### src/design/lbef_pkg.sv
package lbef_pkg;

  localparam int ENTITY_BUFFER_BYTES_DEF = 16;
  localparam int QUEUE_DEPTH = 4;
  localparam int CNT_W = 5;
  localparam int NAME_N = 5;

  localparam logic [7:0] CH_LT   = 8'h3C;
  localparam logic [7:0] CH_GT   = 8'h3E;
  localparam logic [7:0] CH_AMP  = 8'h26;
  localparam logic [7:0] CH_QUOT = 8'h22;
  localparam logic [7:0] CH_APOS = 8'h27;
  localparam logic [7:0] CH_SEMI = 8'h3B;
  localparam logic [7:0] CH_HASH = 8'h23;
  localparam logic [7:0] CH_SP   = 8'h20;
  localparam logic [7:0] CH_TAB  = 8'h09;
  localparam logic [7:0] CH_CR   = 8'h0D;
  localparam logic [7:0] CH_LF   = 8'h0A;

  localparam logic [31:0] OPEN_STR  = "<log";
  localparam logic [47:0] CLOSE_STR = "</log>";

  localparam logic [47:0] NAME_STR [NAME_N] = '{
    {"&lt;", 16'h0000}, {"&gt;", 16'h0000}, {"&amp;", 8'h00}, "&quot;", "&apos;"};
  localparam logic [2:0] NAME_LEN [NAME_N] = '{3'd4, 3'd4, 3'd5, 3'd6, 3'd6};
  localparam logic [7:0] NAME_CP [NAME_N] = '{CH_LT, CH_GT, CH_AMP, CH_QUOT, CH_APOS};

  typedef enum logic [1:0] {
    OP_STORE,
    OP_CP,
    OP_REPLAY,
    OP_CLOSE
  } op_t;

  typedef struct packed {
    op_t              op;
    logic [7:0]       data;
    logic [CNT_W-1:0] cnt;
    logic             tail;
    logic [15:0]      cp;
  } cmd_t;

  function automatic logic [7:0] open_char(input logic [1:0] p);
    logic [31:0] s;
    s = OPEN_STR << {p, 3'b000};
    return s[31:24];
  endfunction

  function automatic logic [7:0] close_char(input logic [2:0] p);
    logic [47:0] s;
    s = CLOSE_STR << {p, 3'b000};
    return s[47:40];
  endfunction

  function automatic logic [7:0] name_char(input logic [2:0] k, input logic [2:0] p);
    logic [47:0] s;
    s = NAME_STR[k] << {p, 3'b000};
    return s[47:40];
  endfunction

endpackage

### src/design/lbef_if.sv
interface lbef_in_if;
  logic       valid;
  logic       ready;
  logic [7:0] in_byte;

  modport source (output valid, output in_byte, input ready);
  modport sink (input valid, input in_byte, output ready);
endinterface

interface lbef_out_if;
  logic       valid;
  logic       ready;
  logic [7:0] out_byte;
  logic       last;

  modport source (output valid, output out_byte, output last, input ready);
  modport sink (input valid, input out_byte, input last, output ready);
endinterface

### src/design/log_block_entity_filter_core.sv
// Log block filter: passes the text between "<log ...>" and "</log>" and
// decodes character entities inside it to UTF-8.
// rx carries one input word (in_byte) per valid/ready handshake; tx carries
// one output word (out_byte, last) per handshake, with last set on the final
// word produced by an input word. Input words that produce nothing give no
// output word at all.
// Input is taken at one word per cycle while the four entry command queue
// between the parser and the emitter has room.
// Emission: the emitter takes each command from the queue while idle; a
// byte held for an entity ends there, and other commands then run.
// Within a command, UTF-8 and close-tag bytes leave at one per cycle while
// tx takes them; each byte replayed from the entity buffer is first read
// from the buffer and then loaded into the output register.
// Reset (rst, synchronous) returns the parser to outside any block, drops
// any pending entity and empties the queue and output register.
// When tx stalls the output register holds its word, the emitter waits, the
// queue fills and rx.ready falls once it is full.
module log_block_entity_filter_core #(
  parameter int ENTITY_BUFFER_BYTES = lbef_pkg::ENTITY_BUFFER_BYTES_DEF
) (
  input  logic       clk,
  input  logic       rst,
  lbef_in_if.sink    rx,
  lbef_out_if.source tx
);
  import lbef_pkg::*;

  logic push;
  logic full;
  logic pop;
  logic empty;
  cmd_t wcmd;
  cmd_t rcmd;

  lbef_front #(
    .ENTITY_BUFFER_BYTES(ENTITY_BUFFER_BYTES)
  ) u_front (
    .clk  (clk),
    .rst  (rst),
    .rx   (rx),
    .full (full),
    .push (push),
    .cmd  (wcmd)
  );

  lbef_queue u_queue (
    .clk   (clk),
    .rst   (rst),
    .push  (push),
    .wdata (wcmd),
    .full  (full),
    .pop   (pop),
    .rdata (rcmd),
    .empty (empty)
  );

  lbef_back #(
    .ENTITY_BUFFER_BYTES(ENTITY_BUFFER_BYTES)
  ) u_back (
    .clk   (clk),
    .rst   (rst),
    .empty (empty),
    .head  (rcmd),
    .pop   (pop),
    .tx    (tx)
  );

endmodule

### src/design/lbef_queue.sv
module lbef_queue (
  input  logic           clk,
  input  logic           rst,
  input  logic           push,
  input  lbef_pkg::cmd_t wdata,
  output logic           full,
  input  logic           pop,
  output lbef_pkg::cmd_t rdata,
  output logic           empty
);
  import lbef_pkg::*;

  localparam int PTRW = $clog2(QUEUE_DEPTH);

  cmd_t            entries [QUEUE_DEPTH];
  logic [PTRW-1:0] wr_ptr;
  logic [PTRW-1:0] rd_ptr;
  logic [PTRW:0]   count;

  assign full  = (count == (PTRW+1)'(QUEUE_DEPTH));
  assign empty = (count == '0);
  assign rdata = entries[rd_ptr];

  always_ff @(posedge clk) begin
    if (push && !full) begin
      entries[wr_ptr] <= wdata;
    end
  end

  always_ff @(posedge clk) begin
    if (rst) begin
      wr_ptr <= '0;
      rd_ptr <= '0;
      count  <= '0;
    end else begin
      if (push && !full) begin
        wr_ptr <= (wr_ptr == PTRW'(QUEUE_DEPTH - 1)) ? '0 : wr_ptr + 1'b1;
      end
      if (pop && !empty) begin
        rd_ptr <= (rd_ptr == PTRW'(QUEUE_DEPTH - 1)) ? '0 : rd_ptr + 1'b1;
      end
      unique case ({push && !full, pop && !empty})
        2'b10:   count <= count + 1'b1;
        2'b01:   count <= count - 1'b1;
        default: count <= count;
      endcase
    end
  end

endmodule

### src/design/lbef_front.sv
module lbef_front #(
  parameter int ENTITY_BUFFER_BYTES = lbef_pkg::ENTITY_BUFFER_BYTES_DEF
) (
  input  logic           clk,
  input  logic           rst,
  lbef_in_if.sink        rx,
  input  logic           full,
  output logic           push,
  output lbef_pkg::cmd_t cmd
);
  import lbef_pkg::*;

  localparam int CAP  = ENTITY_BUFFER_BYTES - 1;
  localparam int LENW = $clog2(CAP + 1);

  localparam logic [2:0] MODE_OUT   = 3'd0;
  localparam logic [2:0] MODE_OPEN  = 3'd1;
  localparam logic [2:0] MODE_TAG   = 3'd2;
  localparam logic [2:0] MODE_BODY  = 3'd3;
  localparam logic [2:0] MODE_CLOSE = 3'd4;

  logic [2:0]      mode, mode_next;
  logic [2:0]      tmc, tmc_next;
  logic [LENW-1:0] elen, elen_next;

  logic [NAME_N-1:0] nm, nm_step;
  logic              is_num;
  logic              hex;
  logic              done;
  logic [16:0]       acc;

  logic        take;
  logic [7:0]  c;
  logic        trk_start;
  logic        trk_step;
  logic        dok;
  logic [3:0]  dval;
  logic [20:0] acc_mul;
  logic [20:0] acc_sum;
  logic [16:0] acc_sat;
  logic        hit;
  logic [7:0]  hit_cp;
  logic        is_space;

  assign rx.ready = !full;
  assign take     = rx.valid && !full;
  assign c        = rx.in_byte;
  assign is_space = (c == CH_SP) || (c == CH_TAB) || (c == CH_CR) || (c == CH_LF);

  always_comb begin
    dok  = 1'b0;
    dval = '0;
    if (c >= "0" && c <= "9") begin
      dok  = 1'b1;
      dval = 4'(c - "0");
    end else if (hex && c >= "a" && c <= "f") begin
      dok  = 1'b1;
      dval = 4'(c - 8'h57);
    end else if (hex && c >= "A" && c <= "F") begin
      dok  = 1'b1;
      dval = 4'(c - 8'h37);
    end
    acc_mul = hex ? {acc, 4'b0000} : ({1'b0, acc, 3'b000} + {3'b000, acc, 1'b0});
    acc_sum = acc_mul + {17'b0, dval};
    acc_sat = (acc_sum >= 21'h10000) ? 17'h10000 : acc_sum[16:0];
  end

  always_comb begin
    hit    = 1'b0;
    hit_cp = '0;
    for (int k = 0; k < NAME_N; k++) begin
      nm_step[k] = nm[k] && (elen < LENW'(NAME_LEN[k]))
                   && (c == name_char(3'(k), elen[2:0]));
      if (nm[k] && elen == LENW'(NAME_LEN[k] - 3'd1)) begin
        hit    = 1'b1;
        hit_cp = NAME_CP[k];
      end
    end
  end

  always_comb begin
    mode_next = mode;
    tmc_next  = tmc;
    elen_next = elen;
    trk_start = 1'b0;
    trk_step  = 1'b0;
    push      = 1'b0;
    cmd       = '{op: OP_REPLAY, data: c, cnt: '0, tail: 1'b1, cp: '0};
    if (take) begin
      unique case (mode)
        MODE_OPEN: begin
          if (tmc < 3'd4 && c == open_char(tmc[1:0])) begin
            tmc_next = tmc + 3'd1;
            if (tmc == 3'd3) begin
              mode_next = MODE_TAG;
            end
          end else begin
            mode_next = (c == CH_LT) ? MODE_OPEN : MODE_OUT;
            tmc_next  = (c == CH_LT) ? 3'd1 : 3'd0;
          end
        end
        MODE_TAG: begin
          if (tmc == 3'd4) begin
            if (c == CH_GT) begin
              mode_next = MODE_BODY;
              elen_next = '0;
            end else if (is_space) begin
              tmc_next = '0;
            end else begin
              mode_next = MODE_OUT;
              tmc_next  = '0;
            end
          end else if (c == CH_GT) begin
            mode_next = MODE_BODY;
            elen_next = '0;
          end
        end
        MODE_BODY: begin
          if (elen != '0) begin
            if (c == CH_SEMI && elen < LENW'(CAP)) begin
              elen_next = '0;
              if (hit) begin
                push     = 1'b1;
                cmd.op   = OP_CP;
                cmd.cp   = {8'h00, hit_cp};
                cmd.tail = 1'b0;
              end else if (is_num) begin
                push     = !acc[16];
                cmd.op   = OP_CP;
                cmd.cp   = acc[15:0];
                cmd.tail = 1'b0;
              end else begin
                push    = 1'b1;
                cmd.cnt = CNT_W'(elen);
              end
            end else if (elen >= LENW'(CAP)) begin
              elen_next = '0;
              push      = 1'b1;
              cmd.cnt   = CNT_W'(elen);
            end else begin
              push      = 1'b1;
              cmd.op    = OP_STORE;
              cmd.cnt   = CNT_W'(elen);
              cmd.tail  = 1'b0;
              elen_next = elen + 1'b1;
              trk_step  = 1'b1;
            end
          end else if (c == CH_AMP) begin
            push      = 1'b1;
            cmd.op    = OP_STORE;
            cmd.tail  = 1'b0;
            elen_next = LENW'(1);
            trk_start = 1'b1;
          end else if (c == CH_LT) begin
            mode_next = MODE_CLOSE;
            tmc_next  = 3'd1;
          end else begin
            push = 1'b1;
          end
        end
        MODE_CLOSE: begin
          if (tmc < 3'd6 && c == close_char(tmc)) begin
            tmc_next = tmc + 3'd1;
            if (tmc == 3'd5) begin
              mode_next = MODE_OUT;
              tmc_next  = '0;
              elen_next = '0;
            end
          end else begin
            push      = 1'b1;
            cmd.op    = OP_CLOSE;
            cmd.cnt   = CNT_W'(tmc);
            cmd.tail  = (c != CH_LT);
            mode_next = (c == CH_LT) ? MODE_CLOSE : MODE_BODY;
            tmc_next  = (c == CH_LT) ? 3'd1 : 3'd0;
          end
        end
        default: begin
          mode_next = (c == CH_LT) ? MODE_OPEN : MODE_OUT;
          if (c == CH_LT) begin
            tmc_next = 3'd1;
          end
        end
      endcase
    end
  end

  always_ff @(posedge clk) begin
    if (rst) begin
      mode <= MODE_OUT;
      tmc  <= '0;
      elen <= '0;
    end else begin
      mode <= mode_next;
      tmc  <= tmc_next;
      elen <= elen_next;
    end
  end

  always_ff @(posedge clk) begin
    if (trk_start) begin
      nm     <= '1;
      is_num <= 1'b0;
      hex    <= 1'b0;
      done   <= 1'b0;
      acc    <= '0;
    end else if (trk_step) begin
      nm <= nm_step;
      if (elen == LENW'(1)) begin
        is_num <= (c == CH_HASH);
      end else if (elen == LENW'(2) && (c == "x" || c == "X")) begin
        hex <= 1'b1;
      end else if (!done) begin
        if (dok) begin
          acc <= acc_sat;
        end else begin
          done <= 1'b1;
        end
      end
    end
  end

endmodule

### src/design/lbef_back.sv
module lbef_back #(
  parameter int ENTITY_BUFFER_BYTES = lbef_pkg::ENTITY_BUFFER_BYTES_DEF
) (
  input  logic           clk,
  input  logic           rst,
  input  logic           empty,
  input  lbef_pkg::cmd_t head,
  output logic           pop,
  lbef_out_if.source     tx
);
  import lbef_pkg::*;

  localparam int CAP  = ENTITY_BUFFER_BYTES - 1;
  localparam int POSW = $clog2(CAP + 1);
  localparam int IDXW = $clog2(CAP);

  localparam logic S_IDLE = 1'b0;
  localparam logic S_RUN  = 1'b1;

  logic [7:0] mem [CAP];
  logic [7:0] mem_q;

  logic            state;
  cmd_t            cmd;
  logic [POSW-1:0] pos;
  logic            phase;

  logic            out_valid;
  logic [7:0]      out_byte;
  logic            out_last;

  logic            slot_free;
  logic [1:0]      ncp;
  logic [POSW-1:0] body_cnt;
  logic            in_body;
  logic [7:0]      utf8_byte;
  logic [7:0]      body_byte;
  logic            load;
  logic [7:0]      load_byte;
  logic            load_last;

  assign tx.valid    = out_valid;
  assign tx.out_byte = out_byte;
  assign tx.last     = out_last;
  assign slot_free   = !out_valid || tx.ready;
  assign pop         = (state == S_IDLE) && !empty;

  always_comb begin
    if (cmd.cp < 16'h0080) begin
      ncp = 2'd1;
    end else if (cmd.cp < 16'h0800) begin
      ncp = 2'd2;
    end else begin
      ncp = 2'd3;
    end
    body_cnt = (cmd.op == OP_CP) ? POSW'(ncp) : POSW'(cmd.cnt);
    in_body  = pos < body_cnt;

    utf8_byte = cmd.cp[7:0];
    unique case (ncp)
      2'd2: begin
        utf8_byte = (pos == '0) ? {3'b110, cmd.cp[10:6]} : {2'b10, cmd.cp[5:0]};
      end
      2'd3: begin
        if (pos == '0) begin
          utf8_byte = {4'b1110, cmd.cp[15:12]};
        end else if (pos == POSW'(1)) begin
          utf8_byte = {2'b10, cmd.cp[11:6]};
        end else begin
          utf8_byte = {2'b10, cmd.cp[5:0]};
        end
      end
      default: utf8_byte = cmd.cp[7:0];
    endcase

    unique case (cmd.op)
      OP_REPLAY: body_byte = mem_q;
      OP_CP:     body_byte = utf8_byte;
      OP_CLOSE:  body_byte = close_char(pos[2:0]);
      default:   body_byte = cmd.data;
    endcase

    load      = 1'b0;
    load_byte = cmd.data;
    load_last = 1'b1;
    if (state == S_RUN && slot_free) begin
      if (in_body) begin
        if (cmd.op != OP_REPLAY || phase) begin
          load      = 1'b1;
          load_byte = body_byte;
          load_last = (pos == body_cnt - 1'b1) && !cmd.tail;
        end
      end else begin
        load = 1'b1;
      end
    end
  end

  always_ff @(posedge clk) begin
    mem_q <= mem[pos[IDXW-1:0]];
    if (pop && head.op == OP_STORE) begin
      mem[head.cnt[IDXW-1:0]] <= head.data;
    end
  end

  always_ff @(posedge clk) begin
    if (pop) begin
      cmd <= head;
    end
    if (load) begin
      out_byte <= load_byte;
      out_last <= load_last;
    end
  end

  always_ff @(posedge clk) begin
    if (rst) begin
      state     <= S_IDLE;
      pos       <= '0;
      phase     <= 1'b0;
      out_valid <= 1'b0;
    end else begin
      if (load) begin
        out_valid <= 1'b1;
      end else if (tx.ready) begin
        out_valid <= 1'b0;
      end
      unique case (state)
        S_IDLE: begin
          if (pop && head.op != OP_STORE) begin
            state <= S_RUN;
            pos   <= '0;
            phase <= 1'b0;
          end
        end
        default: begin
          if (in_body && cmd.op == OP_REPLAY && !phase) begin
            phase <= 1'b1;
          end else if (load) begin
            pos   <= pos + 1'b1;
            phase <= 1'b0;
            if (load_last) begin
              state <= S_IDLE;
            end
          end
        end
      endcase
    end
  end

endmodule

### src/flat_wrapper.sv
// flat-port wrapper written by rule: the top's interface ports become plain ports
module log_block_entity_filter_core_flat import lbef_pkg::*;
#(
  parameter int ENTITY_BUFFER_BYTES = lbef_pkg::ENTITY_BUFFER_BYTES_DEF
)
  (clk, rst, rx_valid, rx_in_byte, rx_ready, tx_valid, tx_out_byte, tx_last, tx_ready);
  lbef_in_if rx_i ();
  lbef_out_if tx_i ();
  input  logic clk;
  input  logic rst;
  input wire logic [$bits(rx_i.valid)-1:0] rx_valid;
  input wire logic [$bits(rx_i.in_byte)-1:0] rx_in_byte;
  output wire logic [$bits(rx_i.ready)-1:0] rx_ready;
  output wire logic [$bits(tx_i.valid)-1:0] tx_valid;
  output wire logic [$bits(tx_i.out_byte)-1:0] tx_out_byte;
  output wire logic [$bits(tx_i.last)-1:0] tx_last;
  input wire logic [$bits(tx_i.ready)-1:0] tx_ready;
  assign rx_i.valid = rx_valid;
  assign rx_i.in_byte = rx_in_byte;
  assign rx_ready = rx_i.ready;
  assign tx_valid = tx_i.valid;
  assign tx_out_byte = tx_i.out_byte;
  assign tx_last = tx_i.last;
  assign tx_i.ready = tx_ready;
  log_block_entity_filter_core #(.ENTITY_BUFFER_BYTES(ENTITY_BUFFER_BYTES)) u_core (.clk(clk), .rst(rst), .rx(rx_i), .tx(tx_i));
endmodule
### config.mk
export PLATFORM = sky130hd
export DESIGN_NAME = log_block_entity_filter_core_flat
export DESIGN_NICKNAME = d
export VERILOG_FILES = /design/src/design/lbef_pkg.sv /design/src/design/lbef_if.sv /design/src/design/log_block_entity_filter_core.sv /design/src/design/lbef_queue.sv /design/src/design/lbef_front.sv /design/src/design/lbef_back.sv /design/src/flat_wrapper.sv
export SDC_FILE = /design/constraint.sdc
export NUM_CORES = 1
export LEC_CHECK = 0
export BUFFER_PORTS_ARGS = -buffer_cell sky130_fd_sc_hd__buf_2
export CORE_UTILIZATION = 40
export CTS_CLUSTER_SIZE = 28
export DETAILED_ROUTE_END_ITERATION = 10
export GPL_TIMING_DRIVEN = 0
export RECOVER_POWER = 25
export SLEW_MARGIN = 15
export SYNTH_ARGS = -nofsm -noshare
export SYNTH_HDL_FRONTEND = slang
export SYNTH_SLANG_ARGS = --single-unit
### constraint.sdc
create_clock -name clk -period 9.25 [get_ports clk]
set_input_delay 2.775 -clock clk [delete_from_list [all_inputs] [get_ports clk]]
set_output_delay 2.775 -clock clk [all_outputs]
set_load 0.1 [all_outputs]
; ---- Word level (Yosys, flattened, before mapping)
; Memory sizes are Yosys's and may differ from the RTL's. A register that Yosys moved wholly into a read port is not among the register bits.
; Index checks and enable logic that the tools add are counted.
[totals]
register_bits = 89
mem_bits_rw = 248
in_bits = 12
output_inout_bits = 11
word_cells = 324
mem_count = 2
[classes]
addsub = 13
n_lt_le_gt_ge = 17
n_eq_ne = 60
shift = 8
muxes = 134
n_bitwise = 4
n_reduce_logical = 64
[memory_table]
columns = memory, words, word_bits, rd, rd_ports_with_merged_regs, write_ports, line_no
row1 = u_core.u_queue.entries, 4, 32, 1, 1, 1, lbef_queue.sv:15  ; cmd_t entries [QUEUE_DEPTH];
row2 = u_core.u_back.mem, 15, 8, 1, 1, 1, lbef_back.sv:20  ; logic [7:0] mem [CAP];
[ops]
columns = cell, count
row1 = $shl 46x6->48 const A, 7
row2 = $mux 4, 17
row3 = $mux 3, 20
row4 = $eq 8x8->1, 7
row5 = $mux 8, 7
row6 = $mux 1, 54
row7 = $mux 17, 3
row8 = $eq 8x6->1 const B, 6
row9 = $mux 16, 3
row10 = $logic_and 1x1->1, 34
row11 = $shl 30x5->32 const A, 1
row12 = $eq 8x4->1 const B, 3
row13 = $mux 2, 12
row14 = $pmux 3 s4, 2
row15 = $pmux 8 s3, 1
row16 = $mux 22, 1
row17 = $add 20x18->21, 1
row18 = $add 21x4->21, 1
row19 = $ge 21x17->1 const B, 1
row20 = $mux 21, 1
row21 = $ne 2x2->1 const B, 10
row22 = $mux 6, 3
row23 = $eq 8x7->1 const B, 2
row24 = $ge 8x7->1 const B, 2
row25 = other kinds (51), 101

; ---- Depth between registers and ports, before layout
; Gate-level depths: netlist of the first run.
[depth]
word_depth = 15
depth_mapped = 18
ltp_nobuf = 16

; ---- Cells and area by module
; Synthesis of the first run repeated with hierarchy kept, for this count alone.
[hier_totals]
hier_cells = 1354
hier_area_um2 = 17061.4
[modules_own_cells]
columns = module, n_inst, cells_per_inst, area_each_um2, seq_area_each_um2
row1 = lbef_back, 1, 436, 7233.2, 5104.9
row2 = lbef_queue, 1, 221, 5102.4, 4023.9
row3 = lbef_front, 1, 697, 4725.8, 700.7

; ---- Least setup slack after synthesis of the first run
; No wires, ideal clock.
[synth_timing]
path_type = input to register
start = input rx_in_byte[1]
end = register u_core.u_front.acc[16]
setup_ps = 116
arrival_time_ps = 6394
required_ps = 9134
setup_slack_ps = 2740
cell_stages = 18
path_buffers = 2
path_cell_list = buf_1 -> inv_1 -> ha_1 -> nor3b_1 -> nor3b_2 -> a21o_1 -> a22o_1 -> inv_1 -> fa_1 -> nor2b_1 -> o21ai_0 -> or2_2 -> nor4_4 -> nand2_2 -> or3_1 -> a22o_4 -> buf_12 -> o211a_1
[synth_via]
elab_chain_len = 9
elab_cells_between_ends = 40
cone_classes = add/sub (4) / order compare (7) / eq/ne (4) / mux (15) / bitwise (1) / reduce/logical (9)
[synth_rtl]
columns = item, line_no
row1 = "start, declared", flat_wrapper.sv:12  ; input wire logic [$bits(rx_i.in_byte)-1:0] rx_in_byte;
row2 = $ge 8x7->1, lbef_front.sv:59  ; end else if (hex && c >= "A" && c <= "F") begin
row3 = $logic_and 1x1->1 (2 in a row), lbef_front.sv:59
row4 = $mux 4, lbef_front.sv:59
row5 = $mux 4, lbef_front.sv:56  ; end else if (hex && c >= "a" && c <= "f") begin
row6 = $mux 4, lbef_front.sv:53  ; if (c >= "0" && c <= "9") begin
row7 = $add 21x4->21, lbef_front.sv:64  ; acc_sum = acc_mul + {17'b0, dval};
row8 = $ge 21x17->1, lbef_front.sv:65  ; acc_sat = (acc_sum >= 21'h10000) ? 17'h10000 : acc_sum[16:0];
row9 = $mux 17, lbef_front.sv:65
row10 = "end signal, assigned", lbef_front.sv:215  ; acc <= acc_sat;
row11 = "end, declared", lbef_front.sv:30  ; logic [16:0] acc;
; Several ways; a longest one is shown, not always the timed one.
; A chain may end at the register's enable or synchronous reset.

; ---- Worst setup path in the final report of the first run
; Ends and elaborated chain as after synthesis.

==> results of run 1 <==
-- where the power goes --
group | switching, mW | internal, mW
sequential | 0.0666 | 1.93
combinational | 0.696 | 0.365
clock | 0.593 | 0.823
total | 1.36 | 3.11
-- cells in the mapped netlist, types with 21 or more instances --
| cell type | instances |
|---|---|
| a21oi_1 | 72 |
| a31oi_1 | 22 |
| and2_1 | 21 |
| clkbuf_1 | 44 |
| dfxtp_1 | 59 |
| edfxtp_1 | 284 |
| ha_1 | 50 |
| inv_1 | 40 |
| mux2i_1 | 21 |
| mux4_2 | 63 |
| nand2_1 | 99 |
| nand3_1 | 32 |
| nor2_1 | 118 |
| nor3_1 | 22 |
| o21ai_0 | 66 |
| xnor2_1 | 30 |
| xor2_1 | 21 |
-- worst register-to-register path, cell delays in order (launching register included) --
cell      delay, ns
dfxtp_1        0.37
clkbuf_1       0.53
clkbuf_1       0.66
clkbuf_1       0.63
inv_1          0.28
ha_1           0.28
nor2b_1        0.11
o21ai_0        0.08
nand2b_1       0.08
a21oi_1        0.09
and2_1         0.19
and3b_1        0.24
clkbuf_1       0.26
nand2_1        0.22
o22ai_1        0.10
nor2_1         0.15
-- cell families after synthesis --
logic type	Yosys count	synth area share [%]
AOI/OAI and AO/OA	249	9.82
xor gates and xnor gates	51	2.70
adders and majority gates	53	4.14
buffers and inverters	103	2.58
DFF	343	58.6
muxes	88	10.2
and+or+nand+nor	399	12.0
-- registers in the layout (all words and copies together), names as in the netlist, 5 cells and up, named ones only --
signal,cells
u_core.u_back.mem_q,8
u_core.u_queue.entries,124
u_core.u_back.cmd,31
u_core.u_back.mem,120
u_core.u_front.acc,17
u_core.u_front.nm,5
u_core.u_back.tx.out_byte,8
-- worst max-delay path by stage --
stage                             start  depth (start not counted)  slack, ns                             endpoint
after floorplan           rx_in_byte[1]                         18       2.74  u_core.u_front.acc[16]$_SDFFE_PP0P_
after global placement    rx_in_byte[1]                         18       1.84  u_core.u_front.acc[16]$_SDFFE_PP0P_
after detailed placement  rx_in_byte[1]                         18       1.80  u_core.u_front.acc[16]$_SDFFE_PP0P_
after CTS                 rx_in_byte[1]                         18       2.36  u_core.u_front.acc[16]$_SDFFE_PP0P_
after global routing      rx_in_byte[1]                         19       1.78  u_core.u_front.acc[16]$_SDFFE_PP0P_
final                     rx_in_byte[1]                         19       2.08  u_core.u_front.acc[16]$_SDFFE_PP0P_
-- final cells by class --
class / instances / area (um2)
Buffer: 63 / 278
Clock buffer: 52 / 1040
Clock inverter: 16 / 133
Fill cell: 3643 / 22200
Inverter: 40 / 150
Multi-Input combinational cell: 840 / 6430
Sequential cell: 343 / 9710
Tap cell: 532 / 666
Timing Repair Buffer: 27 / 199
-- metal layers --
layer  share of wire (%)  vias up  track usage, %
met3                 5.6       52            2.82
met1                  45     5266            25.6
met2                  47      306            29.4
met4                 2.1        0            5.19
met5                   0        -               0
li1                    -     5012               -
==> metrics.csv, run 1 <==
stage;metric;value;unit
layout;synth-to-layout area growth;12.4;%
setup_path;reg2reg start;u_core.u_back.pos[0]$_SDFFE_PP0P_;
clocking;clock tree sinks;343;
timing;Worst-Margin Slew;1.51;ns
timing;RSZ-0062 raised after global routing;no;
placement;dpl cell area;17500;um2
placement;worst slack at placement;1.80;ns
detailed_routing;via/cell ratio;5.56;
logic_synthesis;Cell Area, Synth;16600;um2
logic_synthesis;Synth top area share;51.5;%
global_route;pin count of the biggest net entering global routing;30;
logic_synthesis;Synth Instances;1286;
logic_synthesis;sequential area share after synthesis;58.6;%
floorplan;io pins;23;
layout;design area;18600;um2
floorplan;die width;205;um
outcome;status;complete, but fails checks;
setup_path;setup slack, reg-to-reg;4.81;ns
placement;routability cong.;0.905;
clocking;Clock transition at path regs;0.05;ns
setup_path;worst-path cell chain;clkbuf_1, buf_1, inv_1, ha_1, nor3b_1, nor3b_2, a21o_1, a22o_1, inv_1, fa_1, nor2b_1, o21ai_0, or2_2, nor4_4, nand2_2, or3_1, a22o_4, buf_12, o211a_1;
power_and_ir_drop;overall power;4.47;mW
setup_path;Critical Path AT;7.59;ns
placement;placed insts;1845;
setup_path;worst r2r dst;u_core.u_back.tx.out_byte[0]$_DFFE_PP_;
detailed_routing;Detail Route Antenna Nets;0;
clocking;postcts setup bufs;0;
layout;# diodes;0;
power_and_ir_drop;power density over cell area;240;nW/um2
timing;max-slew violations;30;
timing;Setup-failing EPs final;0;
floorplan;die area;42200;um2
placement;detailed placer's ending HPWL;26500;um
timing;Final WS setup;2.08;ns
logic_synthesis;synthesized netlist net count;1351;
clocking;CTS tree;built;
timing;Tcrit/Tclk final;77.5;%
logic_synthesis;area leader, netlist;edfxtp_1;
global_route;initial antenna violation count;0;
clocking;worst skew pair latency;0.54;ns
timing;Slew headroom;-0.842;%
logic_synthesis;distinct cell type count of the synthesized netlist;90;
timing;final hold vios;0;
setup_path;CP required;9.67;ns
hold_path;min-delay worst type;register to register;
setup_path;crit path max fanout;11;
detailed_routing;Routed WL per cell;19.8;um
setup_path;slowest stage delay, CP;0.52;ns
setup_path;CP top delay family;simple AND/OR/NAND/NOR gates;
hold_path;Hold EP;u_core.u_front.nm[3]$_SDFFE_PP1P_;
setup_path;Critical path buffers and inverters;5;
clocking;H-tree Lvls;2;
placement;count of input and output buffers;22;
floorplan;Core Box Area;40800;um2
logic_synthesis;EDFF count, synth;284;
setup_path;Worst setup SP type;input port;
setup_path;R2R cell count;15;
layout;final std cells w/o fill;1913;
logic_synthesis;Top FF cell, synth;edfxtp_1;
layout;layout cell share with drive strength beyond 1;13.5;%
clocking;Max clock buf depth;3;
hold_path;Hold Path Depth;2;
layout;commonest cells after routing, fill and taps aside;edfxtp_1 (284), nor2_1 (118), nand2_1 (99);
power_and_ir_drop;P_leak;5.98;nW
timing;fmax;0.140;GHz
timing;minimum hold slack;0.466;ns
layout;commonest non-fill, non-tap cell in the layout;edfxtp_1;
detailed_routing;1st-pass router iterations;7;
timing;Setup TNS;0;ns
outcome;failing checks;capacitance limit, slew limit;
global_route;total gr overflow;0;
logic_synthesis;fraction of registers with async set/reset;0;%
timing;skew final;0.0236;ns
logic_synthesis;synth warn;0;
detailed_routing;DR DRC count;0;
logic_synthesis;synthesized area per cell;12.9;um2
clocking;hold buffers post-CTS;0;
logic_synthesis;most area-consuming cells after synthesis;edfxtp_1 (51%), mux4_2 (8.6%), dfxtp_1 (7.1%);
detailed_routing;DR iter-0 viols;885;
power_and_ir_drop;Max IR drop VDD;0.124;mV
global_route;first-pass GRT wire length;58800;um
logic_synthesis;FF+latch count, synth;343;
clocking;total CTS buffers;38;
run;number of max-cap violations;1;
floorplan;Die H;205;um
setup_path;worst setup path class;input port to register;
floorplan;starting density of the core;40.6;%
global_route;gr usage total;18.3;%
timing;final worst path period need;7.17;ns
detailed_routing;via count;10600;
detailed_routing;routed wire length;37900;um
clocking;Post-CTS Resized;0;
layout;Nets;1418;
layout;final core utilization;45.6;%
setup_path;slowest CP cell;buf_1;
hold_path;hold_sp;u_core.u_front.nm[3]$_SDFFE_PP1P_;
floorplan;Rows;74;
global_route;vias in the first global route;10200;
clocking;clock root cell;clkbuf_16;
setup_path;CP dominant cell by count;inv_1;
setup_path;critical path capture point type;register;
Note: power is estimated with default switching activity, not from simulation.
==> inputs of run 2 (changes only) <==
Clock period 9.25 ns to 6.5 ns, I/O delays scaled along.
==> metrics.csv, run 2 (synthesis results as in run 1) <==
stage;metric;value;unit
outcome;status;complete, but fails checks;
outcome;failing checks;capacitance limit, slew limit;
clocking;clock root cell;clkbuf_16;
layout;commonest non-fill, non-tap cell in the layout;edfxtp_1;
clocking;H-tree Lvls;2;
detailed_routing;routed wire length;37900;um
floorplan;Die H;205;um
detailed_routing;DR DRC count;0;
clocking;postcts setup bufs;0;
layout;design area;18600;um2
power_and_ir_drop;power density over cell area;342;nW/um2
timing;Tcrit/Tclk final;94.2;%
setup_path;CP dominant cell by count;inv_1;
placement;worst slack at placement;-0.129;ns
layout;final std cells w/o fill;1913;
setup_path;Worst setup SP type;input port;
timing;final worst path period need;6.12;ns
detailed_routing;via/cell ratio;5.58;
setup_path;Critical Path AT;6.54;ns
setup_path;crit path max fanout;11;
clocking;clock tree sinks;343;
layout;multi-input combinational cell area;6430;um2
floorplan;Rows;74;
setup_path;critical path capture point type;register;
layout;sequential cell area;9710;um2
clocking;Clock transition at path regs;0.05;ns
timing;Final WS setup;0.375;ns
setup_path;Critical path buffers and inverters;5;
global_route;pin count of the biggest net entering global routing;30;
setup_path;CP required;6.92;ns
timing;Setup TNS;0;ns
clocking;Max clock buf depth;3;
floorplan;io pins;23;
detailed_routing;Routed WL per cell;19.8;um
hold_path;min-delay worst type;register to register;
timing;final hold vios;0;
global_route;vias in the first global route;10200;
timing;RSZ-0062 raised after global routing;no;
floorplan;Core Box Area;40800;um2
timing;max-slew violations;30;
detailed_routing;via count;10700;
setup_path;CP top delay family;simple AND/OR/NAND/NOR gates;
layout;commonest cells after routing, fill and taps aside;edfxtp_1 (284), nor2_1 (118), nand2_1 (99);
layout;layout cell share with drive strength beyond 1;13.6;%
clocking;worst skew pair latency;0.54;ns
placement;dpl cell area;17500;um2
timing;fmax;0.163;GHz
floorplan;die width;205;um
global_route;initial antenna violation count;0;
setup_path;worst setup path class;input port to register;
layout;Fillers;3642;
power_and_ir_drop;Max IR drop VDD;0.176;mV
timing;Worst-Margin Slew;1.52;ns
floorplan;starting density of the core;40.6;%
placement;count of input and output buffers;22;
layout;synth-to-layout area growth;12.4;%
setup_path;slowest stage delay, CP;0.50;ns
placement;placed insts;1845;
clocking;total CTS buffers;38;
layout;Nets;1418;
layout;max FFs per register;124;
placement;detailed placer's ending HPWL;26500;um
global_route;first-pass GRT wire length;58800;um
timing;Setup-failing EPs final;0;
detailed_routing;DR iter-0 viols;887;
global_route;total gr overflow;0;
clocking;CTS tree;built;
floorplan;die area;42200;um2
power_and_ir_drop;P_leak;5.99;nW
setup_path;slowest CP cell;buf_1;
clocking;hold buffers post-CTS;0;
detailed_routing;Detail Route Antenna Nets;0;
clocking;Post-CTS Resized;0;
global_route;gr usage total;18.3;%
layout;# diodes;0;
detailed_routing;1st-pass router iterations;5;
setup_path;worst-path cell chain;buf_2, buf_1, inv_1, ha_1, nor3b_1, nor3b_2, a21o_1, a22o_1, inv_1, fa_1, nor2b_1, o21ai_0, or2_2, nor4_4, nand2_2, or3_1, a22o_4, buf_12, o211a_1;
placement;routability cong.;0.905;
run;number of max-cap violations;1;
layout;Largest Register;u_core.u_queue.entries;
timing;skew final;0.0233;ns
timing;Slew headroom;-1.28;%
## run 2: stage by stage
step	hold WS, ns	util (%)	power [mW]
4_1_cts	0.465	45.7	6.45
2_1_floorplan	0.440	-	3.94
3_3_place_gp	0.456	42.5	4.34
3_5_place_dp	0.457	42.8	4.42
6_report	0.463	45.6	6.36
5_1_grt	0.514	45.6	6.66
## run 2: layer usage
layer  up-vias  global-route usage [%]  wire length [um]  share of wire [%]
met5         -                       0                 0                  0
met4         0                    5.19               835                2.2
met3        60                    2.82              2220                5.9
met2       313                    29.4             17800                 47
met1      5285                    25.6             17000                 45
li1       5015                       -                 -                  -
## run 2: final cells by class
| cell class | instances | area share, % |
|---|---|---|
| clock buffer | 52 | 5.61 |
| inverter | 40 | 0.807 |
| timing repair buffer | 27 | 1.08 |
| multi-input combinational | 840 | 34.6 |
| clock inverter | 16 | 0.712 |
| sequential | 343 | 52.2 |
| buffer | 63 | 1.49 |
| tap | 532 | 3.58 |
## run 2: worst paths after layout
check / start / endpoint / slack [ns] / depth (start not counted)
worst max-delay path: rx_in_byte[1] / u_core.u_front.acc[16]$_SDFFE_PP0P_ / 0.38 / 19
worst min-delay path: u_core.u_front.nm[3]$_SDFFE_PP1P_ / u_core.u_front.nm[3]$_SDFFE_PP1P_ / 0.46 / 2
worst max register to register: u_core.u_back.pos[0]$_SDFFE_PP0P_ / u_core.u_back.tx.out_byte[0]$_DFFE_PP_ / 2.06 / 15
worst min register to register: u_core.u_front.nm[3]$_SDFFE_PP1P_ / u_core.u_front.nm[3]$_SDFFE_PP1P_ / 0.46 / 2
## run 2: worst register-to-register path, delay by kind of cell (launching register included)
family	cells	cell delay (ns)
buffers and inverters	5	2.37
AOI/OAI and AO/OA	3	0.27
DFF	1	0.37
and+or+nand+nor	6	0.99
adders and majority gates	1	0.28
## run 2: power breakdown
group	total, mW	internal, mW	switching, mW
Clock	2.02	1.17	0.845
Sequential	2.84	2.74	0.0947
Combinational	1.51	0.520	0.989
